## config.mk

```make
export PLATFORM = sky130hd
export DESIGN_NAME = bpr_mask_prep
export DESIGN_NICKNAME = d
export VERILOG_FILES = /design/src/rtl/bpr_pkg.sv /design/src/rtl/bpr_mask_prep.sv
export SDC_FILE = /design/constraint.sdc
export NUM_CORES = 1
export LEC_CHECK = 0
export ABC_CLOCK_PERIOD_IN_PS = 7100
export BUFFER_PORTS_ARGS = -buffer_cell sky130_fd_sc_hd__buf_2
export CAP_MARGIN = 25
export CORE_ASPECT_RATIO = 1.4
export CORE_MARGIN = 3
export CORE_UTILIZATION = 62
export DETAILED_ROUTE_END_ITERATION = 10
export PLACE_DENSITY = 0.84
export SKIP_LAST_GASP = 1
export SYNTH_ARGS = -nofsm -noshare
export SYNTH_HDL_FRONTEND = slang
export SYNTH_SLANG_ARGS = --single-unit
```

## constraint.sdc

```tcl
create_clock -name clock -period 7.1 [get_ports clock]
set_input_delay 1.42 -clock clock [delete_from_list [all_inputs] [get_ports clock]]
set_output_delay 1.42 -clock clock [all_outputs]
set_load 0.02 [all_outputs]
```

## src/rtl/bpr_pkg.sv

```systemverilog
`timescale 1ns / 1ps

package bpr_pkg;

   localparam int PALETTE_DEPTH = 256;
   localparam int PAL_AW        = (PALETTE_DEPTH > 1) ? $clog2(PALETTE_DEPTH) : 1;
   localparam int COLOR_W       = 24;
   localparam int DIV_STEPS     = 32;
   localparam int NUM_CH        = 3;

   localparam logic [8:0] PAL_DEPTH_LIMIT = 9'(PALETTE_DEPTH);

   // channel slots, matching the packing of a 24-bit color
   localparam int CH_RED   = 2;
   localparam int CH_GREEN = 1;
   localparam int CH_BLUE  = 0;

   localparam logic [2:0] FMT_1BPP  = 3'd0;
   localparam logic [2:0] FMT_4BPP  = 3'd1;
   localparam logic [2:0] FMT_8BPP  = 3'd2;
   localparam logic [2:0] FMT_16BPP = 3'd3;
   localparam logic [2:0] FMT_24BPP = 3'd4;
   localparam logic [2:0] FMT_32BPP = 3'd5;

   localparam logic FUNC_CONVERT = 1'b0;
   localparam logic FUNC_PALETTE = 1'b1;

   localparam int CSR_IDX_W = 3;
   localparam logic [CSR_IDX_W-1:0] CSR_PIXEL_FORMAT  = 3'd0;
   localparam logic [CSR_IDX_W-1:0] CSR_RED_MASK      = 3'd1;
   localparam logic [CSR_IDX_W-1:0] CSR_GREEN_MASK    = 3'd2;
   localparam logic [CSR_IDX_W-1:0] CSR_BLUE_MASK     = 3'd3;
   localparam logic [CSR_IDX_W-1:0] CSR_PAL_LIMIT     = 3'd4;

   localparam logic [2:0]  RST_PIXEL_FORMAT  = FMT_32BPP;
   localparam logic [31:0] RST_RED_MASK      = 32'h00FF_0000;
   localparam logic [31:0] RST_GREEN_MASK    = 32'h0000_FF00;
   localparam logic [31:0] RST_BLUE_MASK     = 32'h0000_00FF;
   localparam logic [8:0]  RST_PAL_LIMIT     = 9'd256;

   localparam logic [7:0] NIBBLE_MASK = 8'h0F;

   typedef struct packed {
      logic [4:0]  shift;
      logic [31:0] top;
      logic        zero;
   } chan_cfg_type;

   typedef struct packed {
      logic        valid;
      logic        func;
      logic [31:0] pixel_bits;
      logic [2:0]  pixel_pos;
      logic [7:0]  entry_index;
      logic [23:0] entry_color;
   } in_type;

   typedef struct packed {
      logic                          valid;
      logic                          rsp;
      logic                          scaled;
      logic                          pal_sel;
      logic [COLOR_W-1:0]            rgb;
      logic [NUM_CH-1:0][31:0]       value;
   } front_type;

   typedef struct packed {
      logic                          valid;
      logic                          rsp;
      logic                          scaled;
      logic [COLOR_W-1:0]            rgb;
      logic [NUM_CH-1:0][63:0]       acc;
   } stage_type;

   typedef struct packed {
      logic               valid;
      logic [COLOR_W-1:0] rgb;
   } result_type;

   function automatic logic [7:0] pick_index(input logic [7:0] pix_byte,
                                             input logic [2:0] pos,
                                             input logic [2:0] fmt);
      logic [7:0] idx;
      if (fmt == FMT_8BPP) begin
         idx = pix_byte;
      end else if (fmt == FMT_4BPP) begin
         idx = pos[0] ? (pix_byte & NIBBLE_MASK) : (pix_byte >> 4);
      end else begin
         idx = (pix_byte >> (3'd7 - pos)) & 8'd1;
      end
      return idx;
   endfunction

   // one restoring step: upper word is the remainder, lower collects quotient bits
   function automatic logic [63:0] div_step(input logic [63:0] acc,
                                            input logic [31:0] top);
      logic [64:0] sh;
      logic [32:0] hi;
      logic [32:0] diff;
      logic        qbit;
      sh   = {acc, 1'b0};
      hi   = sh[64:32];
      diff = hi - {1'b0, top};
      qbit = (hi >= {1'b0, top});
      return {(qbit ? diff[31:0] : hi[31:0]), sh[31:1], qbit};
   endfunction

endpackage

```

## src/rtl/bpr_mask_prep.sv

```systemverilog
`timescale 1ns / 1ps

module bpr_mask_prep (
   input  logic                  clock,
   input  logic [31:0]           mask,
   output bpr_pkg::chan_cfg_type cfg
);

   logic [31:0] lowbit;
   logic [4:0]  shift_in;
   logic [4:0]  shift_ff;
   logic        zero_in;
   logic        zero_ff;
   logic [31:0] run;
   logic [32:0] run_ext;
   logic [31:0] top_in;
   logic [31:0] top_ff;

   always_comb begin
      lowbit   = mask & (~mask + 32'd1);
      shift_in = '0;
      for (int i = 0; i < 32; i++) begin
         if (lowbit[i]) begin
            shift_in = shift_in | 5'(i);
         end
      end
      zero_in = (mask == '0);
      // isolate the run of ones at the bottom, 33 bits so a full mask gives all ones
      run     = mask >> shift_ff;
      run_ext = {1'b0, run} ^ ({1'b0, run} + 33'd1);
      top_in  = run_ext[32:1];
   end

   always_ff @(posedge clock) begin
      shift_ff <= shift_in;
      zero_ff  <= zero_in;
      top_ff   <= top_in;
   end

   assign cfg.shift = shift_ff;
   assign cfg.top   = top_ff;
   assign cfg.zero  = zero_ff;

endmodule

```

==> flow_metrics.py <==
metrics = {
    "status": {
        "status": "finished, final reports clean",
    },
    "logic_synthesis": {
        "netlist.top_cell.by_area": "dfxtp_1",
        "syn_avg_cell_area_um2": 8.94,
        "synth_warnings": 0,
        "ys_types": 75,
        "synth-seq-cells": 38,
        "synth_edf_count": 0,
        "syn_nets": 494,
        "ys_seq_area_frac": 0.185,
        "async_reset_ff_frac": 0,
        "synthFlopType": "dfxtp_1",
        "synth_cells": 460,
        "synthTopCellsByArea": "dfxtp_1 (18%), mux4_1 (10%), mux2i_1 (5.8%)",
        "synth_area_um2": 4110,
        "yosysTopAreaCellShare": 0.185,
    },
    "pwr": {
        "power_density_nw_per_um2": 140,
        "peakVddDrop_mv": 0.0878,
        "power_mw": 0.616,
        "p_leak_nw": 1.70,
    },
    "finish": {
        "antenna_cells": 0,
        "final_core_util": 0.693,
        "layout.nets": 532,
        "drive_gt1_frac": 0.291,
        "area_delta_synth_final_pct": 6.78,
    },
    "clocking": {
        "numCtsBuffers": 5,
        "cts_resized": 0,
        "cts_setup_buffers": 0,
        "worst_skew_pair.late_latency_ns": 0.30,
        "clk_path_buf_depth": 2,
        "clk_transition_reported_paths_ns": 0.09,
        "cts_num_sinks": 38,
        "cts-root-buf": "clkbuf_8",
        "cts_tree": "done",
        "cts_hold_buf": 0,
        "cts_max_level": 2,
    },
    "drt": {
        "drtIter0Drc": 369,
        "routed-via-count": 4127,
        "routed_wl_mm": 12.8,
        "vias_per_cell": 7.24,
        "drt-wirelength-per-cell_um": 22.4,
        "drc": 0,
        "antenna_left": 0,
        "drt-pass1-iter-count": 5,
    },
    "placed_design": {
        "dp_hpwl_mm": 9.59,
        "port_buffers": 70,
        "place.gp.congestion": 1.03,
    },
    "die": {
        "die_x_um": 74.8,
        "initial_core_util": 0.649,
        "io_pins": 71,
        "die_h_um": 102,
        "die-area_um2": 7660,
        "core_area_um2": 6340,
        "rows": 34,
    },
    "timing": {
        "tightest_slew_ns": 0.792,
        "hold_viol_final": 0,
        "timing.slew.headroom": 0.457,
        "final-setup-viol-count": 0,
        "tns_ns": 0,
        "skew_ns": 0.00909,
        "finalCritPeriodShare": 0.584,
        "min_period_ns": 4.15,
        "slew_violations": 0,
        "fmax_ghz": 0.241,
        "grt_setup_unrepaired": "no",
    },
    "grt": {
        "grt_pass1_vias": 3748,
        "grt_max_degree": 47,
        "grt_antenna_before_repair": 0,
        "grt_first_pass_wirelength_mm": 19.9,
        "grt_overflow": 0,
        "grtUsageTotal": 0.340,
    },
    "setup_path": {
        "startpoint_type": "register",
        "path_cells": "buf_4, mux4_1, mux2i_1, o221ai_1, or2_2, ha_1, inv_1, nor2_1, nand4_2, nor4_1",
        "critPathArrivalTime_ns": 4.30,
        "cp_max_fo": 33,
        "cp_data_required_time_ns": 7.25,
        "critPathSlowestCell": "dfxtp_2",
        "cpPeakStageDelay_ns": 0.84,
        "cp-end-kind": "register",
        "path_delay_family": "multiplexers",
        "critical_path_class": "register to register",
        "crit_buf_inv": 2,
    },
    "flow_run": {
        "max-cap-violations": 0,
    },
    "worst_hold_path": {
        "hold_class": "register to register",
    },
}
==> cell families after synthesis <==
| family | after synthesis | synth area share |
|---|---|---|
| xor+xnor | 1 | 0.00213 |
| simple gates | 187 | 0.268 |
| fa+ha+maj | 1 | 0.00304 |
| compound gates | 102 | 0.173 |
| flops | 38 | 0.185 |
| buf+inv | 55 | 0.0806 |
| mux | 76 | 0.288 |
==> report_power, final <==
group | switching, mW | total, mW | internal (mW)
registers | 0.00600 | 0.225 | 0.219
clock network | 0.0879 | 0.154 | 0.0663
logic | 0.141 | 0.237 | 0.0960
==> state kept, by name, summed over array words and instances (netlist names) <==
name / count
zero_ff: 1
shift_ff: 5
top_ff: 32
==> final cells by class <==
type / count / area (um2)
inverters: 10 / 37.5
well taps: 72 / 90.1
clock buffers: 5 / 68.8
flip-flops and latches: 38 / 762
fillers: 539 / 1950
multi-input cells: 367 / 3030
clock inverters: 2 / 10.0
repair buffers: 76 / 395
==> layout by cell type (no fill, tap or decap), drive strengths merged, types with 8 or more instances in the layout <==
cell type,n
buf,76
dfxtp,38
nor2,36
nand2,28
nor3,27
mux2,26
mux4,26
mux2i,24
nor4,21
o22ai,19
o21ai,17
a21oi,16
nand2b,12
nand3,11
a22oi,10
nor2b,9
inv,8
or2,8
==> tightest hold or removal path, stage by stage (launching register included) <==
cell and delay (ns):
dfxtp_1 0.53, a31oi_1 0.13, nand2_1 0.11, nor4_2 0.04
==> stage by stage <==
stage                     area, um2  hold WS [ns]  std cells  setup slack [ns]
after global routing           4390         0.869        570              2.87
after global placement         4310         0.803        563              3.08
after floorplan                4110         0.786        460              3.49
after detailed placement       4310         0.789        563              2.96
final                          4390         0.868        570              2.95
after CTS                      4390         0.815        570              3.05
==> layer usage <==
| layer | vias to the layer above | global-route usage | routed length (um) |
|---|---|---|---|
| li1 | 1882 | - | - |
| met1 | 1940 | 0.420 | 4830 |
| met2 | 256 | 0.588 | 6480 |
| met3 | 49 | 0.0354 | 926 |
| met4 | 0 | 0.147 | 543 |
| met5 | - | 0 | 0 |
==> synth_stat cells (4+ instances only) <==
| library cell | instances |
|---|---|
| and2_1 | 5 |
| a31oi_1 | 6 |
| o22ai_1 | 19 |
| mux4_1 | 16 |
| o21ai_0 | 17 |
| or2_2 | 7 |
| mux2_2 | 21 |
| nand2_1 | 28 |
| buf_4 | 4 |
| nor3b_1 | 4 |
| nor3_1 | 25 |
| clkbuf_1 | 16 |
| buf_2 | 14 |
| buf_12 | 5 |
| nor4_2 | 4 |
| inv_1 | 8 |
| nand3_1 | 11 |
| or4_1 | 5 |
| nand4_1 | 4 |
| a21oi_1 | 16 |
| a22oi_1 | 10 |
| dfxtp_1 | 38 |
| nand2b_1 | 11 |
| mux2i_1 | 24 |
| nor2_1 | 36 |
| nor4_1 | 15 |
| nor2b_1 | 9 |
| mux4_2 | 10 |
==> final timing paths <==
kind | from | end | slack, ns | depth (start not counted)
max reg2reg | shift_ff[0] | top_ff[27] | 2.95 | 10
min | shift_ff[4] | top_ff[16] | 0.87 | 3
min reg2reg | shift_ff[4] | top_ff[16] | 0.87 | 3
max | shift_ff[0] | top_ff[27] | 2.95 | 10
No activity file was read; power rests on OpenSTA's default activity.
