===== config.mk =====
export PLATFORM = sky130hd
export DESIGN_NAME = bpr_out_buf
export DESIGN_NICKNAME = d
export VERILOG_FILES = /design/src/rtl/bpr_pkg.sv /design/src/rtl/bpr_out_buf.sv
export SDC_FILE = /design/constraint.sdc
export NUM_CORES = 1
export LEC_CHECK = 0
export BUFFER_PORTS_ARGS = -buffer_cell sky130_fd_sc_hd__buf_2
export CORE_UTILIZATION = 40
export DETAILED_ROUTE_END_ITERATION = 6
export MAX_ROUTING_LAYER = met4
export SLEW_MARGIN = 20
export SYNTH_ARGS = -nofsm -noshare
export SYNTH_HDL_FRONTEND = slang
export SYNTH_SLANG_ARGS = --single-unit

===== constraint.sdc =====
create_clock -name clock -period 4.1 [get_ports clock]
set_input_delay 0.615 -clock clock [delete_from_list [all_inputs] [get_ports clock]]
set_output_delay 0.615 -clock clock [all_outputs]
set_load 0.02 [all_outputs]

===== src/rtl/bpr_pkg.sv =====
`timescale 1ns / 1ps

package bpr_pkg;

   localparam int PALETTE_DEPTH = 256;
   localparam int PAL_AW        = (PALETTE_DEPTH > 1) ? $clog2(PALETTE_DEPTH) : 1;
   localparam int COLOR_W       = 24;
   localparam int DIV_STEPS     = 32;
   localparam int NUM_CH        = 3;

   localparam logic [8:0] PAL_DEPTH_LIMIT = 9'(PALETTE_DEPTH);

   // channel slots, matching the packing of a 24-bit color
   localparam int CH_RED   = 2;
   localparam int CH_GREEN = 1;
   localparam int CH_BLUE  = 0;

   localparam logic [2:0] FMT_1BPP  = 3'd0;
   localparam logic [2:0] FMT_4BPP  = 3'd1;
   localparam logic [2:0] FMT_8BPP  = 3'd2;
   localparam logic [2:0] FMT_16BPP = 3'd3;
   localparam logic [2:0] FMT_24BPP = 3'd4;
   localparam logic [2:0] FMT_32BPP = 3'd5;

   localparam logic FUNC_CONVERT = 1'b0;
   localparam logic FUNC_PALETTE = 1'b1;

   localparam int CSR_IDX_W = 3;
   localparam logic [CSR_IDX_W-1:0] CSR_PIXEL_FORMAT  = 3'd0;
   localparam logic [CSR_IDX_W-1:0] CSR_RED_MASK      = 3'd1;
   localparam logic [CSR_IDX_W-1:0] CSR_GREEN_MASK    = 3'd2;
   localparam logic [CSR_IDX_W-1:0] CSR_BLUE_MASK     = 3'd3;
   localparam logic [CSR_IDX_W-1:0] CSR_PAL_LIMIT     = 3'd4;

   localparam logic [2:0]  RST_PIXEL_FORMAT  = FMT_32BPP;
   localparam logic [31:0] RST_RED_MASK      = 32'h00FF_0000;
   localparam logic [31:0] RST_GREEN_MASK    = 32'h0000_FF00;
   localparam logic [31:0] RST_BLUE_MASK     = 32'h0000_00FF;
   localparam logic [8:0]  RST_PAL_LIMIT     = 9'd256;

   localparam logic [7:0] NIBBLE_MASK = 8'h0F;

   typedef struct packed {
      logic [4:0]  shift;
      logic [31:0] top;
      logic        zero;
   } chan_cfg_type;

   typedef struct packed {
      logic        valid;
      logic        func;
      logic [31:0] pixel_bits;
      logic [2:0]  pixel_pos;
      logic [7:0]  entry_index;
      logic [23:0] entry_color;
   } in_type;

   typedef struct packed {
      logic                          valid;
      logic                          rsp;
      logic                          scaled;
      logic                          pal_sel;
      logic [COLOR_W-1:0]            rgb;
      logic [NUM_CH-1:0][31:0]       value;
   } front_type;

   typedef struct packed {
      logic                          valid;
      logic                          rsp;
      logic                          scaled;
      logic [COLOR_W-1:0]            rgb;
      logic [NUM_CH-1:0][63:0]       acc;
   } stage_type;

   typedef struct packed {
      logic               valid;
      logic [COLOR_W-1:0] rgb;
   } result_type;

   function automatic logic [7:0] pick_index(input logic [7:0] pix_byte,
                                             input logic [2:0] pos,
                                             input logic [2:0] fmt);
      logic [7:0] idx;
      if (fmt == FMT_8BPP) begin
         idx = pix_byte;
      end else if (fmt == FMT_4BPP) begin
         idx = pos[0] ? (pix_byte & NIBBLE_MASK) : (pix_byte >> 4);
      end else begin
         idx = (pix_byte >> (3'd7 - pos)) & 8'd1;
      end
      return idx;
   endfunction

   // one restoring step: upper word is the remainder, lower collects quotient bits
   function automatic logic [63:0] div_step(input logic [63:0] acc,
                                            input logic [31:0] top);
      logic [64:0] sh;
      logic [32:0] hi;
      logic [32:0] diff;
      logic        qbit;
      sh   = {acc, 1'b0};
      hi   = sh[64:32];
      diff = hi - {1'b0, top};
      qbit = (hi >= {1'b0, top});
      return {(qbit ? diff[31:0] : hi[31:0]), sh[31:1], qbit};
   endfunction

endpackage


===== src/rtl/bpr_out_buf.sv =====
`timescale 1ns / 1ps

module bpr_out_buf (
   input  logic                clock,
   input  logic                reset,
   input  bpr_pkg::result_type push,
   output logic                en,
   output logic                rsp_valid,
   input  logic                rsp_ready,
   output logic [7:0]          rsp_red,
   output logic [7:0]          rsp_green,
   output logic [7:0]          rsp_blue
);

   logic                        out_valid_in;
   logic                        out_valid_ff;
   logic [bpr_pkg::COLOR_W-1:0] out_data_in;
   logic [bpr_pkg::COLOR_W-1:0] out_data_ff;
   logic                        skid_valid_in;
   logic                        skid_valid_ff;
   logic [bpr_pkg::COLOR_W-1:0] skid_data_in;
   logic [bpr_pkg::COLOR_W-1:0] skid_data_ff;
   logic                        push_go;

   assign en      = !skid_valid_ff;
   assign push_go = push.valid && en;

   always_comb begin
      out_valid_in  = out_valid_ff;
      out_data_in   = out_data_ff;
      skid_valid_in = skid_valid_ff;
      skid_data_in  = skid_data_ff;
      if (!out_valid_ff || rsp_ready) begin
         if (skid_valid_ff) begin
            out_valid_in  = 1'b1;
            out_data_in   = skid_data_ff;
            skid_valid_in = 1'b0;
         end else begin
            out_valid_in = push_go;
            out_data_in  = push.rgb;
         end
      end else if (push_go) begin
         skid_valid_in = 1'b1;
         skid_data_in  = push.rgb;
      end
   end

   always_ff @(posedge clock) begin
      if (reset) begin
         out_valid_ff  <= 1'b0;
         skid_valid_ff <= 1'b0;
      end else begin
         out_valid_ff  <= out_valid_in;
         skid_valid_ff <= skid_valid_in;
      end
   end

   always_ff @(posedge clock) begin
      out_data_ff  <= out_data_in;
      skid_data_ff <= skid_data_in;
   end

   assign rsp_valid = out_valid_ff;
   assign rsp_red   = out_data_ff[23:16];
   assign rsp_green = out_data_ff[15:8];
   assign rsp_blue  = out_data_ff[7:0];

endmodule


==> summary.txt, run 1 <==
Die
  – Top-Level Pins: 54
  – Starting Density: 0.426
  – Core Area: 4440 sq um
  – Die ar.: 5010 sq um
  – Die Y: 70.8 um
  – Die width: 70.8 um
  – FP Rows: 24

Hold path
  – Hold Crit Class: input port to register
  – HP Start: reset

Cells and area
  – Final net count: 170
  – Most common cell after layout, fill and taps aside: buf_2
  – Antenna cells: 0
  – Most frequent cells in the layout: buf_2, edfxtp_1, mux2_4
  – Share of layout cells above drive strength 1: 0.622
  – Final std cells w/o fill: 195
  – Layout area overhead: 21.9%

Synth
  – Synth Area per Inst: 22.8 sq um
  – Mapped cell area: 1890 sq um
  – Synth cell types: 13
  – Sequential share of the synthesized area: 0.783
  – Net count after synthesis: 111
  – Synth Register Bits: 50
  – Ys Warns: 0
  – Post-synth top area cell: edfxtp_1
  – Synth Instances: 83
  – Top-area cell type share of the netlist area: 0.761
  – Synth area leaders: edfxtp_1, mux2_4, mux2_2

Critical path
  – CP Max Fanout: 27
  – WP buf/inv: 2
  – Max incr delay on CP: 0.85 ns
  – Crit path launch type: register
  – Worst Setup Path Type: register to output pin
  – Crit Reg-Reg Endpoint: out_data_ff[21]$_DFFE_PP_
  – Worst-path cell chain: inv_1, buf_2
  – CP endpoint kind: output pin
  – Largest delay share family, worst path: flip-flops
  – Critical Path RT: 3.48 ns
  – CP Data Arrival Time: 1.42 ns
  – Critical Path Sink: en
  – Critical path depth in cells: 2
  – Worst R2R Start: skid_valid_ff$_SDFFE_PP0P_
  – CP max stage cell: dfxtp_2
  – Worst Reg2Reg Path Length in Cells: 1
  – R2R setup slack: 2.58 ns
  – Critical path origin: skid_valid_ff$_SDFFE_PP0P_

GRT
  – Total Routing Usage GR: 0.135
  – Initial antenna violation count: 0
  – Largest net degree at the start of global routing: 28
  – Vias in the first global route: 937
  – First-pass GRT wire length: 4710 um
  – Overflow after GRT: 0

Power
  – Power density cells: 443 nW/um^2
  – Max IR drop VDD: 0.000214 V
  – Power Total: 1.02 mW
  – LEAKAGE: 0.910 nW

Route
  – DR vias/cell: 4.71
  – DR WL/cell: 14.7 um
  – Total Wirelength: 2870 um
  – Initial DRC Count: 75
  – First-pass DRT Iterations: 6
  – DRC violations left: 0
  – ANT nets after route: 0
  – Vias: 919

Job
  – Max-cap violation count: 0

Clocking
  – CTS Buffer Depth: 2
  – TritonCTS Buffers: 5
  – Post-CTS Hold Buffers: 0
  – Clock sinks: 50
  – Root buf cell: clkbuf_8
  – Post-CTS Setup Inserts: 0
  – Post-cts resize count: 0
  – # H-tree levels: 2
  – TritonCTS clock tree: yes
  – Clk_lat worst skew: 0.31 ns
  – Worst-path clk slew: 0.08 ns

Timing
  – Hold slack: 0.486 ns
  – Clock skew: 0.00910 ns
  – Setup_tns: 0 ns
  – Final Worst Setup Slack: 2.07 ns
  – Min cycle time layout: 2.03 ns
  – Slew HR: 0.474
  – Final hold vios: 0
  – Max Freq: 492 MHz
  – Final Max Tran Viols: 0
  – Tightest Pin Transition: 0.790 ns
  – Unrepaired setup endpoints after global routing: false
  – Fin crit share: 0.496
  – Final setup fails: 0

Placed design
  – Dpl cells: 187
  – GP Congestion: 0.647
  – DP HPWL: 1900 um
  – Pre-CTS setup slack: 2.37 ns
  – Port Buffers: 53

Outcome
  – Status: finished clean
==> registers in the layout (all words and copies together) (netlist names) <==
name and flops:
out_data_ff 24, rsp_valid 1, skid_data_ff 24, skid_valid_ff 1
==> power by group <==
group	internal, mW	total (mW)	switching, mW	leakage (nW)
Sequential	0.588	0.596	0.00815	0.484
Combinational	0.0410	0.0908	0.0497	0.369
Clock	0.180	0.335	0.155	0.0579
Total	0.808	1.02	0.213	0.910
==> per-layer routing <==
layer | vias up | GRT usage | share of wire
li1 | 439 | - | -
met3 | 6 | 0.0655 | 0.089
met1 | 432 | 0.175 | 0.47
met5 | - | - | 0
met4 | 0 | 0.0600 | 0.019
met2 | 42 | 0.178 | 0.42
==> how the worst min path moves through the flow <==
stage | end | slack (ns) | depth (start not counted)
2_1_floorplan | out_data_ff[0]$_DFFE_PP_ | 0.52 | 1
3_3_place_gp | out_data_ff[11]$_DFFE_PP_ | 0.53 | 1
3_5_place_dp | out_data_ff[12]$_DFFE_PP_ | 0.54 | 1
4_1_cts | skid_valid_ff$_SDFFE_PP0P_ | 0.47 | 2
5_1_grt | skid_valid_ff$_SDFFE_PP0P_ | 0.47 | 2
6_report | skid_valid_ff$_SDFFE_PP0P_ | 0.49 | 2
==> kinds of logic (layout without fill, tap and decap cells) <==
family	count (synthesis)	after routing	synth area share
DFF	50	50	0.783
and+or+nand+nor	4	4	0.0119
muxes	24	24	0.176
buffers and inverters	4	64	0.0264
AOI/OAI and AO/OA	1	1	0.00264
==> cells in the mapped netlist <==
master    count
buf_6         1
nor3_1        1
mux2_4       17
a21oi_1       1
mux2_2        7
buf_8         1
nand2b_1      1
buf_12        1
dfxtp_1       2
edfxtp_1     48
nor2_1        1
nor3b_1       1
inv_1         1
==> area by class of cell <==
| type | count | area, sq um |
|---|---|---|
| Clock buffer | 5 | 68.8 |
| Clock inverter | 3 | 40.0 |
| Fill cell | 392 | 2140 |
| Inverter | 1 | 3.75 |
| Multi-Input combinational cell | 29 | 367 |
| Sequential cell | 50 | 1480 |
| Tap cell | 52 | 65.1 |
| Timing Repair Buffer | 55 | 280 |
==> stage by stage <==
| stage | cell area [sq um] | util |
|---|---|---|
| 2_1_floorplan | 1890 | - |
| 3_3_place_gp | 2200 | 0.495 |
| 3_5_place_dp | 2200 | 0.495 |
| 4_1_cts | 2310 | 0.519 |
| 5_1_grt | 2310 | 0.519 |
| 6_report | 2310 | 0.519 |
Power figures use the tool's default switching activity.
==> inputs of run 2 (changes only) <==
Settings changed: PLACE_DENSITY set to 0.67.
Clock period 4.1 ns to 1.65 ns, I/O delays scaled along.
==> summary.txt, run 2 (synthesis gave the netlist of run 1 again) <==
Timing
  – Slew HR: 0.769 (+0.295)
  – Min cycle time layout: 1.36 ns
  – Max Freq: 735 MHz
  – Final setup fails: 0 (unchanged)
  – Final Max Tran Viols: 0 (unchanged)
  – Tightest Pin Transition: 0.346 ns (-0.443 ns)
  – Final Worst Setup Slack: 0.289 ns (-1.78 ns)
  – Hold slack: 0.109 ns (-0.376 ns)
  – Final hold vios: 0 (unchanged)
  – Unrepaired setup endpoints after global routing: false
  – Fin crit share: 0.825
  – Clock skew: 0.00540 ns (-0.00370 ns)

Critical path
  – Crit path launch type: register
  – Worst-path cell chain: buf_4, inv_1, buf_2
  – Max incr delay on CP: 0.38 ns (-0.47 ns)
  – CP Max Fanout: 11 (-59%)
  – Worst Setup Path Type: register to output pin
  – CP endpoint kind: output pin
  – Critical Path RT: 1.40 ns (-2.08 ns)
  – WP buf/inv: 3 (+1)
  – CP Data Arrival Time: 1.11 ns (-0.31 ns)
  – Largest delay share family, worst path: buffers and inverters
  – CP max stage cell: dfxtp_2

Route
  – DR WL/cell: 15.7 um (+7.0%)
  – First-pass DRT Iterations: 7 (+1)
  – DRC violations left: 10 (+10)
  – Vias: 943 (+2.6%)
  – Total Wirelength: 3120 um (+8.7%)
  – DR vias/cell: 4.76 (+1.1%)
  – ANT nets after route: 0 (unchanged)
  – Initial DRC Count: 46 (-39%)

GRT
  – Overflow after GRT: 0 (unchanged)
  – Initial antenna violation count: 0 (unchanged)
  – Largest net degree at the start of global routing: 27 (-3.6%)
  – Vias in the first global route: 1,032 (+10%)
  – First-pass GRT wire length: 5080 um (+7.9%)
  – Total Routing Usage GR: 0.142 (+0.00696)

Die
  – Die Y: 70.8 um (unchanged)
  – Starting Density: 0.426 (unchanged)
  – Die width: 70.8 um (unchanged)
  – Core Area: 4440 sq um (unchanged)
  – FP Rows: 24 (unchanged)
  – Die ar.: 5010 sq um (unchanged)
  – Top-Level Pins: 54 (unchanged)

Cells and area
  – Share of layout cells above drive strength 1: 0.630 (+0.00776)
  – Layout area overhead: 22.5%
  – Top flop regs: out_data_ff (24), skid_data_ff (24)
  – Antenna cells: 0 (unchanged)
  – Final net count: 173 (+1.8%)
  – Most frequent cells in the layout: buf_2, edfxtp_1, mux2_4
  – Most common cell after layout, fill and taps aside: buf_2
  – Post-Route Utilization: 0.522 (+0.00281)

Clocking
  – CTS Buffer Depth: 2 (unchanged)
  – # H-tree levels: 2 (unchanged)
  – Post-CTS Setup Inserts: 0 (unchanged)
  – Post-CTS Hold Buffers: 0 (unchanged)
  – TritonCTS clock tree: yes
  – Clk_lat worst skew: 0.29 ns (-0.02 ns)
  – Worst-path clk slew: 0.08 ns (about the same)
  – Clock sinks: 50 (unchanged)
  – Root buf cell: clkbuf_8
  – TritonCTS Buffers: 5 (unchanged)
  – Post-cts resize count: 0 (unchanged)

Placed design
  – Port Buffers: 53 (unchanged)
  – DP HPWL: 2260 um (+19%)
  – Pre-CTS setup slack: 0.356 ns (-2.01 ns)
  – GP Congestion: 0.667 (+3.1%)

Job
  – Max-cap violation count: 0 (unchanged)

Power
  – LEAKAGE: 0.918 nW (+0.85%)
  – Power Total: 2.38 mW (+130%)
  – Max IR drop VDD: 0.000673 V (+220%)
  – Power density cells: 1020 nW/um^2 (+130%)

Outcome
  – Violated checks: DRC
  – Status: complete, but fails checks

Hold path
  – Hold Crit Class: input port to register
==> run 2: changes by cell type in the layout (fill, tap and decap cells not counted), sizes merged <==
cell | before | now
bufinv | 1 | 0
clkbuf | 5 | 6
buf | 55 | 58
==> run 2: stage by stage <==
| stage | instance area (sq um) | cells | setup TNS, ns |
|---|---|---|---|
| finish | 2320 | 198 | 0 |
| global route | 2320 | 198 | 0 |
| CTS | 2320 | 198 | 0 |
| detailed placement | 2240 | 190 | 0 |
| global placement | 2240 | 190 | 0 |
| floorplan | 1920 | 83 | -1.30 |
==> run 2: per-layer routing <==
layer  global-route usage  share of wire  routed length (um)
met1                0.170           0.43                1340
met2                0.229           0.50                1560
met3               0.0413          0.060                 187
met4               0.0533         0.0077                  24
met5                    -              0                   0
==> run 2: power by group <==
part / total, mW / switching [mW] / leakage, nW / internal [mW]
sequential: 1.48 / 0.0167 / 0.484 / 1.46
clock: 0.659 / 0.367 / 0.0426 / 0.292
combinational: 0.239 / 0.133 / 0.391 / 0.106
==> run 2: cell type report <==
class	instances	area [sq um]
multi-input cells	29	380
flip-flops and latches	50	1490
inverters	1	3.75
clock buffers	6	72.6
clock inverters	2	8.76
repair buffers	58	303
fillers	381	2120
well taps	52	65.1
==> run 2: worst register-to-register path: cells and delay by family (launching register included) <==
family / cells / cell delay, ns
buffers and inverters: 1 / 0.27
flip-flops: 1 / 0.38
multiplexers: 1 / 0.37
==> run 2: final timing paths <==
| kind | from | to | slack, ns | depth (start not counted) |
|---|---|---|---|---|
| setup / recovery | skid_valid_ff$_SDFFE_PP0P_ | en | 0.29 | 3 |
| hold reg to reg | skid_data_ff[4]$_DFFE_PP_ | out_data_ff[4]$_DFFE_PP_ | 0.55 | 1 |
| setup reg to reg | skid_valid_ff$_SDFFE_PP0P_ | out_data_ff[2]$_DFFE_PP_ | 0.40 | 2 |
| hold / removal | reset | rsp_valid$_SDFFE_PP0P_ | 0.11 | 2 |
