## config.mk

```make
export PLATFORM = sky130hd
export DESIGN_NAME = bpr_div_stage
export DESIGN_NICKNAME = d
export VERILOG_FILES = /design/src/rtl/bpr_pkg.sv /design/src/rtl/bpr_div_stage.sv
export SDC_FILE = /design/constraint.sdc
export NUM_CORES = 1
export LEC_CHECK = 0
export BUFFER_PORTS_ARGS = -buffer_cell sky130_fd_sc_hd__clkbuf_2
export CAP_MARGIN = 20
export CORE_AREA = 2 2 214 216
export DETAILED_ROUTE_END_ITERATION = 16
export DIE_AREA = 0 0 216 218
export HOLD_SLACK_MARGIN = 0.02
export PLACE_DENSITY_LB_ADDON = 0.15
export REMOVE_ABC_BUFFERS = 1
export SETUP_SLACK_MARGIN = 0.5
export SYNTH_ARGS = -nofsm -noshare
export SYNTH_HDL_FRONTEND = slang
export SYNTH_SLANG_ARGS = --single-unit
```

## constraint.sdc

```tcl
create_clock -name clock -period 16.75 [get_ports clock]
set_clock_uncertainty 0.2 [all_clocks]
set_input_delay 1.675 -clock clock [delete_from_list [all_inputs] [get_ports clock]]
set_output_delay 1.675 -clock clock [all_outputs]
set_load 0.02 [all_outputs]
```

## src/rtl/bpr_pkg.sv

```systemverilog
`timescale 1ns / 1ps

package bpr_pkg;

   localparam int PALETTE_DEPTH = 256;
   localparam int PAL_AW        = (PALETTE_DEPTH > 1) ? $clog2(PALETTE_DEPTH) : 1;
   localparam int COLOR_W       = 24;
   localparam int DIV_STEPS     = 32;
   localparam int NUM_CH        = 3;

   localparam logic [8:0] PAL_DEPTH_LIMIT = 9'(PALETTE_DEPTH);

   // channel slots, matching the packing of a 24-bit color
   localparam int CH_RED   = 2;
   localparam int CH_GREEN = 1;
   localparam int CH_BLUE  = 0;

   localparam logic [2:0] FMT_1BPP  = 3'd0;
   localparam logic [2:0] FMT_4BPP  = 3'd1;
   localparam logic [2:0] FMT_8BPP  = 3'd2;
   localparam logic [2:0] FMT_16BPP = 3'd3;
   localparam logic [2:0] FMT_24BPP = 3'd4;
   localparam logic [2:0] FMT_32BPP = 3'd5;

   localparam logic FUNC_CONVERT = 1'b0;
   localparam logic FUNC_PALETTE = 1'b1;

   localparam int CSR_IDX_W = 3;
   localparam logic [CSR_IDX_W-1:0] CSR_PIXEL_FORMAT  = 3'd0;
   localparam logic [CSR_IDX_W-1:0] CSR_RED_MASK      = 3'd1;
   localparam logic [CSR_IDX_W-1:0] CSR_GREEN_MASK    = 3'd2;
   localparam logic [CSR_IDX_W-1:0] CSR_BLUE_MASK     = 3'd3;
   localparam logic [CSR_IDX_W-1:0] CSR_PAL_LIMIT     = 3'd4;

   localparam logic [2:0]  RST_PIXEL_FORMAT  = FMT_32BPP;
   localparam logic [31:0] RST_RED_MASK      = 32'h00FF_0000;
   localparam logic [31:0] RST_GREEN_MASK    = 32'h0000_FF00;
   localparam logic [31:0] RST_BLUE_MASK     = 32'h0000_00FF;
   localparam logic [8:0]  RST_PAL_LIMIT     = 9'd256;

   localparam logic [7:0] NIBBLE_MASK = 8'h0F;

   typedef struct packed {
      logic [4:0]  shift;
      logic [31:0] top;
      logic        zero;
   } chan_cfg_type;

   typedef struct packed {
      logic        valid;
      logic        func;
      logic [31:0] pixel_bits;
      logic [2:0]  pixel_pos;
      logic [7:0]  entry_index;
      logic [23:0] entry_color;
   } in_type;

   typedef struct packed {
      logic                          valid;
      logic                          rsp;
      logic                          scaled;
      logic                          pal_sel;
      logic [COLOR_W-1:0]            rgb;
      logic [NUM_CH-1:0][31:0]       value;
   } front_type;

   typedef struct packed {
      logic                          valid;
      logic                          rsp;
      logic                          scaled;
      logic [COLOR_W-1:0]            rgb;
      logic [NUM_CH-1:0][63:0]       acc;
   } stage_type;

   typedef struct packed {
      logic               valid;
      logic [COLOR_W-1:0] rgb;
   } result_type;

   function automatic logic [7:0] pick_index(input logic [7:0] pix_byte,
                                             input logic [2:0] pos,
                                             input logic [2:0] fmt);
      logic [7:0] idx;
      if (fmt == FMT_8BPP) begin
         idx = pix_byte;
      end else if (fmt == FMT_4BPP) begin
         idx = pos[0] ? (pix_byte & NIBBLE_MASK) : (pix_byte >> 4);
      end else begin
         idx = (pix_byte >> (3'd7 - pos)) & 8'd1;
      end
      return idx;
   endfunction

   // one restoring step: upper word is the remainder, lower collects quotient bits
   function automatic logic [63:0] div_step(input logic [63:0] acc,
                                            input logic [31:0] top);
      logic [64:0] sh;
      logic [32:0] hi;
      logic [32:0] diff;
      logic        qbit;
      sh   = {acc, 1'b0};
      hi   = sh[64:32];
      diff = hi - {1'b0, top};
      qbit = (hi >= {1'b0, top});
      return {(qbit ? diff[31:0] : hi[31:0]), sh[31:1], qbit};
   endfunction

endpackage

```

## src/rtl/bpr_div_stage.sv

```systemverilog
`timescale 1ns / 1ps

module bpr_div_stage (
   input  logic                                        clock,
   input  logic                                        reset,
   input  logic                                        en,
   input  bpr_pkg::chan_cfg_type [bpr_pkg::NUM_CH-1:0] chan_cfg,
   input  bpr_pkg::stage_type                          d,
   output bpr_pkg::stage_type                          q
);

   bpr_pkg::stage_type stage_in;
   bpr_pkg::stage_type stage_ff;

   always_comb begin
      stage_in = d;
      for (int c = 0; c < bpr_pkg::NUM_CH; c++) begin
         stage_in.acc[c] = bpr_pkg::div_step(d.acc[c], chan_cfg[c].top);
      end
   end

   always_ff @(posedge clock) begin
      if (reset) begin
         stage_ff.valid <= 1'b0;
      end else if (en) begin
         stage_ff <= stage_in;
      end
   end

   assign q = stage_ff;

endmodule

```

==> flow_metrics.py, run 1 <==
metrics = {
    "status": {
        "status": "finished, final reports clean",
    },
    "die": {
        "core-area_um2": 44900,
        "dieWidth_um": 216,
        "dieArea_um2": 47100,
        "ioPinCount": 555,
        "rows": 78,
        "start_util_pct": 30.6,
        "die_h_um": 218,
    },
    "setup_path": {
        "crit_chain": "clkbuf_2, inv_1, ha_1, and2_1, nand3_1, a31oi_1, nor3_1, o21ai_1, nand4_1, and2_4, inv_2, mux2_2",
        "r2r-end": "q[218]",
        "end_kind": "register",
        "path_max_fanout": 21,
        "worstRegToRegCells": 2,
        "worst-setup-path-type": "input port to register",
        "r2r_setup_slack_ps": 15930,
        "crit_path_max_incr_delay_ps": 730,
        "crit_end": "q[43]",
        "required_ps": 16850,
        "slowest_stage": "nand4_1",
        "critical_path_arrival_ps": 5320,
        "start_kind": "input port",
        "startpoint": "chan_cfg[7]",
        "r2r-start": "q[218]",
    },
    "global_routing": {
        "first_global_vias": 11889,
        "antenna_found_initial": 4,
        "grtUsageTotal_pct": 18.8,
        "grt_pass1_wl_mm": 69.1,
        "grt_max_degree": 75,
        "overflow": 0,
    },
    "synth": {
        "synthArstFlopShare_pct": 0,
        "synth_top_area_share_pct": 47.7,
        "netlist_instances": 1283,
        "synth_most_common_cell": "edfxtp_1",
        "synth_area_leaders": "edfxtp_1 (48%), ha_1 (8.7%), inv_1 (3.5%)",
        "synth_ff_type": "edfxtp_1",
        "synth_seq_cells": 219,
        "synth-edff-count": 218,
        "synth_largest_area_cell": "edfxtp_1",
        "ys_seq_area_share_pct": 47.8,
        "synth_common_cells": "edfxtp_1 (218), inv_1 (127), ha_1 (96)",
        "ys.warnings.count": 0,
        "synth.distinct_cells": 72,
        "avgSynthCellArea_um2": 10.7,
        "syn_area_um2": 13700,
    },
    "worst_hold_path": {
        "whs_path_depth": 2,
        "holdCritPathClass": "register to register",
    },
    "sta": {
        "min_period_ps": 5220,
        "fin_crit_sh_pct": 31.2,
        "setup_viol": 0,
        "tns_ps": 0,
        "finalHoldViolCount": 0,
        "tightest_slew_ps": 1070,
        "worst_slack_ps": 11530,
        "slew-limit-headroom_pct": 28.7,
        "drv_slew": 0,
        "max_freq_mhz": 192,
        "rsz0062_at_grt": "false",
    },
    "power": {
        "ir_worst_vdd_uv": 64.2,
        "p_leak_nw": 8.15,
        "power_density_nw_per_um2": 97.5,
        "power.total_mw": 1.74,
    },
    "placed_design": {
        "io_buffers": 536,
        "dp_hpwl_mm": 37.0,
        "place_ws_ps": 10990,
        "gp_congestion": 0.903,
        "post_dp_cell_area_um2": 17000,
    },
    "detailed_routing": {
        "routed_wl_mm": 46.1,
        "dr.pass1.iters": 5,
        "post_drt_wl_per_cell_um": 19.0,
        "routed_via_density": 4.88,
        "ant_nets": 0,
        "drtIter0Drc": 612,
        "route.detailed.drc": 0,
        "num_vias": 11849,
    },
    "clocking": {
        "clockBufferDepth": 3,
        "cts.sinks": 219,
        "clk_pin_slew_ps": 60,
        "cts.hold.buffers_added": 0,
        "numCtsBuffers": 27,
        "insertion_delay_ps": 560,
        "cts_tree": "done",
        "h-tree-depth": 1,
        "cts_resized": 0,
        "clockRootBuffer": "clkbuf_16",
        "postCtsSetupBuffers": 0,
    },
    "cells_and_area": {
        "finalInstanceArea_um2": 17900,
        "fill_cells": 4642,
        "largest_reg_flops": 219,
        "multi_input_area_um2": 6440,
        "area_growth_pct": 30.1,
        "seq_area_um2": 6570,
        "num-nets-final": 2242,
        "drive_above_1_share_pct": 35.5,
    },
    "flow_run": {
        "cap_viol_max_count": 0,
    },
}
==> layout make-up <==
class | instances | area share, %
diodes | 3 | 0.0420
clock buffers | 32 | 3.89
clock inverters | 17 | 1.16
inverters | 129 | 2.71
multi-input cells | 890 | 36.1
flip-flops and latches | 219 | 36.8
well taps | 600 | 4.20
repair buffers | 540 | 15.2
==> per-stage QoR <==
step	hold WS, ps	util (%)	instances
6_report	357	39.8	2430
5_1_grt	383	39.8	2429
4_1_cts	361	39.8	2427
3_5_place_dp	343	37.8	2378
3_3_place_gp	313	37.8	2378
2_1_floorplan	379	-	1238
==> metal layers <==
layer / wire, µm / share of wire (%) / vias up / GRT usage [%]
met4: 1160 / 2.5 / 2 / 5.50
li1: - / - / 5808 / -
met1: 18300 / 40 / 5567 / 22.7
met2: 22600 / 49 / 415 / 32.4
met5: 14 / 0.030 / - / 0
met3: 4050 / 8.8 / 57 / 5.50
==> power breakdown <==
| group | internal (mW) | switching (mW) | total [mW] | leakage [nW] |
|---|---|---|---|---|
| logic | 0.186 | 0.275 | 0.460 | 5.66 |
| registers | 0.666 | 0.0126 | 0.679 | 2.05 |
| clock network | 0.359 | 0.245 | 0.604 | 0.433 |
| total | 1.21 | 0.532 | 1.74 | 8.15 |
==> worst min path at each step <==
stage	end	slack [ps]	from
global placement	q[218]	310	q[218]
global route	q[218]	380	q[218]
finish	q[218]	360	q[218]
CTS	q[218]	360	q[218]
detailed placement	q[218]	340	q[218]
floorplan	q[218]	380	q[218]
==> cell usage in the layout (no fill, tap or decap), types with 24 or more instances in the layout <==
cell type and count:
clkbuf_2 536, edfxtp_1 218, inv_1 127, ha_1 96
nand2_1 87, a21oi_1 87, o21ai_0 70, nor2_1 67
a21o_1 49, xnor2_1 48, nand3_1 42, clkbuf_16 27
o21a_1 24, mux2_2 24
==> cells by family after synthesis <==
| group | share of synthesized area, % |
|---|---|
| buffers and inverters | 5.34 |
| and+or+nand+nor | 11.6 |
| AOI/OAI and AO/OA | 16.8 |
| muxes | 4.77 |
| adders and majority gates | 9.18 |
| xor gates and xnor gates | 4.46 |
| DFF | 47.8 |
==> worst max-delay path: cells and delay by family <==
| family | cells | cell delay (ps) |
|---|---|---|
| fa+ha+maj | 1 | 330 |
| mux | 1 | 410 |
| simple gates | 5 | 1700 |
| buf+inv | 3 | 570 |
| compound gates | 2 | 620 |
(Power assumes the default switching activity.)
==> inputs of run 2 (changes only) <==
==> constraint.sdc (replaced) <==
create_clock -name clock -period 4.7 [get_ports clock]
set_clock_uncertainty 0.2 [all_clocks]
set_input_delay 0.47 -clock clock [delete_from_list [all_inputs] [get_ports clock]]
set_output_delay 0.47 -clock clock [all_outputs]
set_load 0.02 [all_outputs]
==> flow_metrics.py, run 2 (synthesis gave the netlist of run 1 again) <==
metrics = {
    "status": {
        "status": "finished, final reports clean",
    },
    "detailed_routing": {
        "route.detailed.drc": 0,
        "ant_nets": 0,
        "post_drt_wl_per_cell_um": 18.1,
        "routed_via_density": 4.81,
        "drtIter0Drc": 652,
        "dr.pass1.iters": 5,
        "num_vias": 12643,
        "routed_wl_mm": 47.6,
    },
    "sta": {
        "tightest_slew_ps": 776,
        "drv_slew": 0,
        "slew-limit-headroom_pct": 48.1,
        "min_period_ps": 3930,
        "rsz0062_at_grt": "false",
        "fin_crit_sh_pct": 83.7,
        "hold_slack_ps": 54.0,
        "finalHoldViolCount": 0,
        "max_freq_mhz": 254,
        "setup_viol": 0,
    },
    "worst_hold_path": {
        "whs_path_depth": 3,
        "holdCritPathClass": "input port to register",
        "min_from": "d[55]",
    },
    "die": {
        "ioPinCount": 555,
        "core-area_um2": 44900,
        "dieWidth_um": 216,
        "start_util_pct": 30.6,
        "rows": 78,
        "dieArea_um2": 47100,
        "die_h_um": 218,
    },
    "clocking": {
        "postCtsSetupBuffers": 0,
        "clockBufferDepth": 3,
        "cts_resized": 0,
        "numCtsBuffers": 28,
        "cts.sinks": 219,
        "clk_pin_slew_ps": 60,
        "clockRootBuffer": "clkbuf_16",
        "h-tree-depth": 1,
        "cts.hold.buffers_added": 192,
        "insertion_delay_ps": 570,
        "cts_tree": "done",
    },
    "cells_and_area": {
        "finalInstanceArea_um2": 19900,
        "final_common_cell": "clkbuf_2",
        "largest_reg_flops": 219,
        "area_growth_pct": 45.2,
        "drive_above_1_share_pct": 32.4,
        "fin_cells": 2627,
        "final_cell_mix": "clkbuf_2 (536), edfxtp_1 (218), dlygate4sd3_1 (192)",
        "num-nets-final": 2440,
    },
    "global_routing": {
        "grtUsageTotal_pct": 19.2,
        "grt_max_degree": 88,
        "first_global_vias": 12914,
        "antenna_found_initial": 1,
        "grt_pass1_wl_mm": 71.8,
        "overflow": 0,
    },
    "placed_design": {
        "place_inst": 2383,
        "io_buffers": 536,
        "gp_congestion": 0.908,
        "dp_hpwl_mm": 37.3,
        "post_dp_cell_area_um2": 17000,
    },
    "setup_path": {
        "worst-setup-path-type": "input port to register",
        "r2r-start": "q[218]",
        "required_ps": 4820,
        "startpoint": "d[101]",
        "start_kind": "input port",
        "path_max_fanout": 21,
        "critical_path_arrival_ps": 4050,
        "worstRegToRegCells": 3,
        "end_kind": "register",
    },
    "power": {
        "p_leak_nw": 9.03,
        "power_density_nw_per_um2": 327,
        "ir_worst_vdd_uv": 281,
    },
    "flow_run": {
        "cap_viol_max_count": 0,
    },
}
-- run 2: cell types whose count changed in the layout (fill, tap and decap cells not counted) --
cell,change
clkinv_16,+1
clkinv_2,+1
clkbuf_16,+1
inv_16,-1
clkinv_4,-1
bufinv_16,+2
dlygate4sd3_1,+192
buf_12,+3
clkinvlp_4,-1
diode_2,-2
buf_4,+2
-- run 2: worst max-delay path, cell delays in order --
cell,delay (ps)
dlygate4sd3_1,530
clkbuf_2,120
ha_1,380
a2111oi_0,430
inv_1,100
o21a_1,240
o21ai_1,160
a21oi_1,160
o311ai_4,440
and2_2,410
buf_12,240
mux2_2,360
-- run 2: through the flow --
stage	total power, mW	utilization (%)	TNS, ps	worst slack (ps)
after floorplan	3.56	-	-1405010	-6440
after global placement	4.10	37.9	0	704
after detailed placement	4.11	37.9	0	699
after CTS	6.60	44.4	0	804
after global routing	6.84	44.4	0	525
final	6.52	44.4	0	767
-- run 2: cell type report --
type	instances	area, µm²
tap	600	751
multi-input combinational	890	6440
antenna	1	2.50
fill	4430	25000
clock inverter	18	265
timing repair buffer	737	4710
sequential	219	6570
inverter	129	484
clock buffer	33	719
-- run 2: metal layers --
layer  GRT usage, %  vias up  share of wire (%)
li1               -     6197                  -
met1           23.7     5991                 42
met2           34.5      388                 50
met3           3.61       65                6.0
met4           4.84        2                2.5
met5              0        -              0.023
-- run 2: where the power goes --
part	total, mW	internal [mW]	switching [mW]	leakage [nW]
sequential	2.42	2.37	0.0470	2.05
clock	2.32	1.42	0.891	0.475
combinational	1.79	0.772	1.01	6.50
-- run 2: final timing paths --
| check | slack [ps] | end |
|---|---|---|
| setup reg to reg | 3340 | q[218] |
| hold reg to reg | 890 | q[218] |
| setup / recovery | 770 | q[99] |
| hold / removal | 50 | q[56] |
==> inputs of run 3 (changes only) <==
==> constraint.sdc (replaced) <==
create_clock -name clock -period 4.1 [get_ports clock]
set_clock_uncertainty 0.2 [all_clocks]
set_input_delay 0.41 -clock clock [delete_from_list [all_inputs] [get_ports clock]]
set_output_delay 0.41 -clock clock [all_outputs]
set_load 0.02 [all_outputs]
==> flow_metrics.py, run 3 (synthesis gave the netlist of run 1 again) <==
metrics = {
    "status": {
        "status": "finished, final reports clean",
    },
    "global_routing": {
        "first_global_vias": 12927,
        "grtUsageTotal_pct": 19.4,
        "antenna_found_initial": 3,
        "grt_pass1_wl_mm": 72.0,
        "grt_max_degree": 151,
        "overflow": 0,
    },
    "die": {
        "start_util_pct": 30.6,
        "die_h_um": 218,
        "dieArea_um2": 47100,
        "dieWidth_um": 216,
        "ioPinCount": 555,
        "core-area_um2": 44900,
        "rows": 78,
    },
    "sta": {
        "max_freq_mhz": 288,
        "tns_ps": 0,
        "rsz0062_at_grt": "false",
        "finalHoldViolCount": 0,
        "slew-limit-headroom_pct": 43.8,
        "hold_slack_ps": 57.8,
        "tightest_slew_ps": 843,
        "drv_slew": 0,
        "fin_crit_sh_pct": 84.6,
        "min_period_ps": 3470,
        "setup_viol": 0,
    },
    "cells_and_area": {
        "final_common_cell": "clkbuf_2",
        "seq_area_um2": 6570,
        "final_cell_mix": "clkbuf_2 (536), edfxtp_1 (218), dlygate4sd3_1 (213)",
        "area_growth_pct": 47.5,
        "num-nets-final": 2467,
        "largest_reg_flops": 219,
        "drive_above_1_share_pct": 32.6,
        "multi_input_area_um2": 6470,
        "fill_cells": 4273,
    },
    "worst_hold_path": {
        "min_from": "d[58]",
        "whs_path_depth": 3,
        "min_to": "q[59]",
        "holdCritPathClass": "input port to register",
    },
    "setup_path": {
        "required_ps": 4230,
        "r2r_setup_slack_ps": 2740,
        "end_kind": "register",
        "start_kind": "input port",
        "path_max_fanout": 3,
        "critical_path_arrival_ps": 3600,
        "r2r-start": "q[218]",
        "worstRegToRegCells": 3,
        "worst-setup-path-type": "input port to register",
        "r2r-end": "q[218]",
        "startpoint": "d[95]",
    },
    "clocking": {
        "cts_tree": "done",
        "h-tree-depth": 1,
        "insertion_delay_ps": 580,
        "clockRootBuffer": "clkbuf_16",
        "cts.sinks": 219,
        "clockBufferDepth": 3,
        "numCtsBuffers": 28,
        "clk_pin_slew_ps": 60,
    },
    "power": {
        "ir_worst_vdd_uv": 308,
        "swShare_pct": 29.9,
        "p_switching_mw": 2.25,
        "power_density_nw_per_um2": 371,
        "power.sequential.fraction_pct": 36.9,
        "p_clk_share_pct": 35.3,
        "combPwrFrac_pct": 27.7,
        "internal_power_mw": 5.26,
        "p_leak_nw": 9.15,
    },
    "detailed_routing": {
        "num_vias": 12678,
        "routed_wl_mm": 47.6,
        "route.detailed.drc": 0,
        "ant_nets": 0,
        "post_drt_wl_per_cell_um": 17.9,
        "routed_via_density": 4.78,
        "drtIter0Drc": 586,
        "dr.pass1.iters": 5,
    },
    "placed_design": {
        "gp_congestion": 0.905,
        "dp_hpwl_mm": 36.9,
        "io_buffers": 536,
    },
    "flow_run": {
        "cap_viol_max_count": 0,
    },
}
[run 3: cell count changes in the layout (fill, tap and decap cells not counted), sizes merged, moves of 2 or more]
cell | before | now
buf | 9 | 15
clkbuf | 569 | 565
clkinv | 10 | 13
clkinvlp | 1 | 3
dlygate4sd3 | 192 | 213
[run 3: area by class of cell]
class                      instances  share of cell area, %
antenna                            2                 0.0247
clock buffer                      29                   3.48
clock inverter                    22                   1.45
inverter                         129                   2.40
multi-input combinational        890                   31.9
sequential                       219                   32.4
tap                              600                   3.71
timing repair buffer             764                   24.6
[run 3: per-layer routing]
layer | vias to the layer above | GRT usage (%) | wire length [µm]
li1 | 6263 | - | -
met1 | 5934 | 23.2 | 19400
met2 | 408 | 34.1 | 23300
met3 | 71 | 4.48 | 3370
met4 | 2 | 6.46 | 1560
met5 | - | 0 | 13
[run 3: how the worst max path moves through the flow]
stage | end | depth (start not counted)
after floorplan | q[0] | 1
after global placement | q[38] | 12
final | q[126] | 13
after CTS | q[35] | 12
after global routing | q[104] | 12
after detailed placement | q[35] | 12
[run 3: repair_timing]
item,CTS,global route
hold buffers,213,0
hold endpoints to repair,212,0
setup buffers,0,3
setup endpoints to repair,0,51
resized for setup,0,11
[run 3: power groups by stage]
stage               Sequential [mW]  Clock (mW)  Combinational, mW
floorplan                      3.09           0              0.985
global placement               2.82           0               1.89
detailed placement             2.82           0               1.90
CTS                            2.77        2.75               2.08
global route                   2.79        2.83               2.27
finish                         2.77        2.65               2.08
[run 3: worst max-delay path, stage by stage]
cell and delay [ps]:
dlygate4sd3_1 560, clkbuf_2 120, inv_1 40, ha_1 200
fa_1 410, nor2b_1 180, o21bai_1 110, a21oi_1 280
o2111ai_1 220, a21oi_1 330, a311o_1 230, o311ai_0 180
mux2_4 320
[run 3: stage by stage]
| stage | setup WS [ps] | total power [mW] | std cells | instance area, µm² | utilization [%] |
|---|---|---|---|---|---|
| after global placement | 398 | 4.71 | 2386 | 17100 | 38.0 |
| after global routing | 513 | 7.89 | 2655 | 20300 | 45.1 |
| after CTS | 502 | 7.61 | 2650 | 20200 | 45.0 |
| after floorplan | -6980 | 4.08 | 1238 | 13500 | - |
| after detailed placement | 371 | 4.71 | 2386 | 17100 | 38.0 |
| final | 630 | 7.51 | 2655 | 20300 | 45.1 |
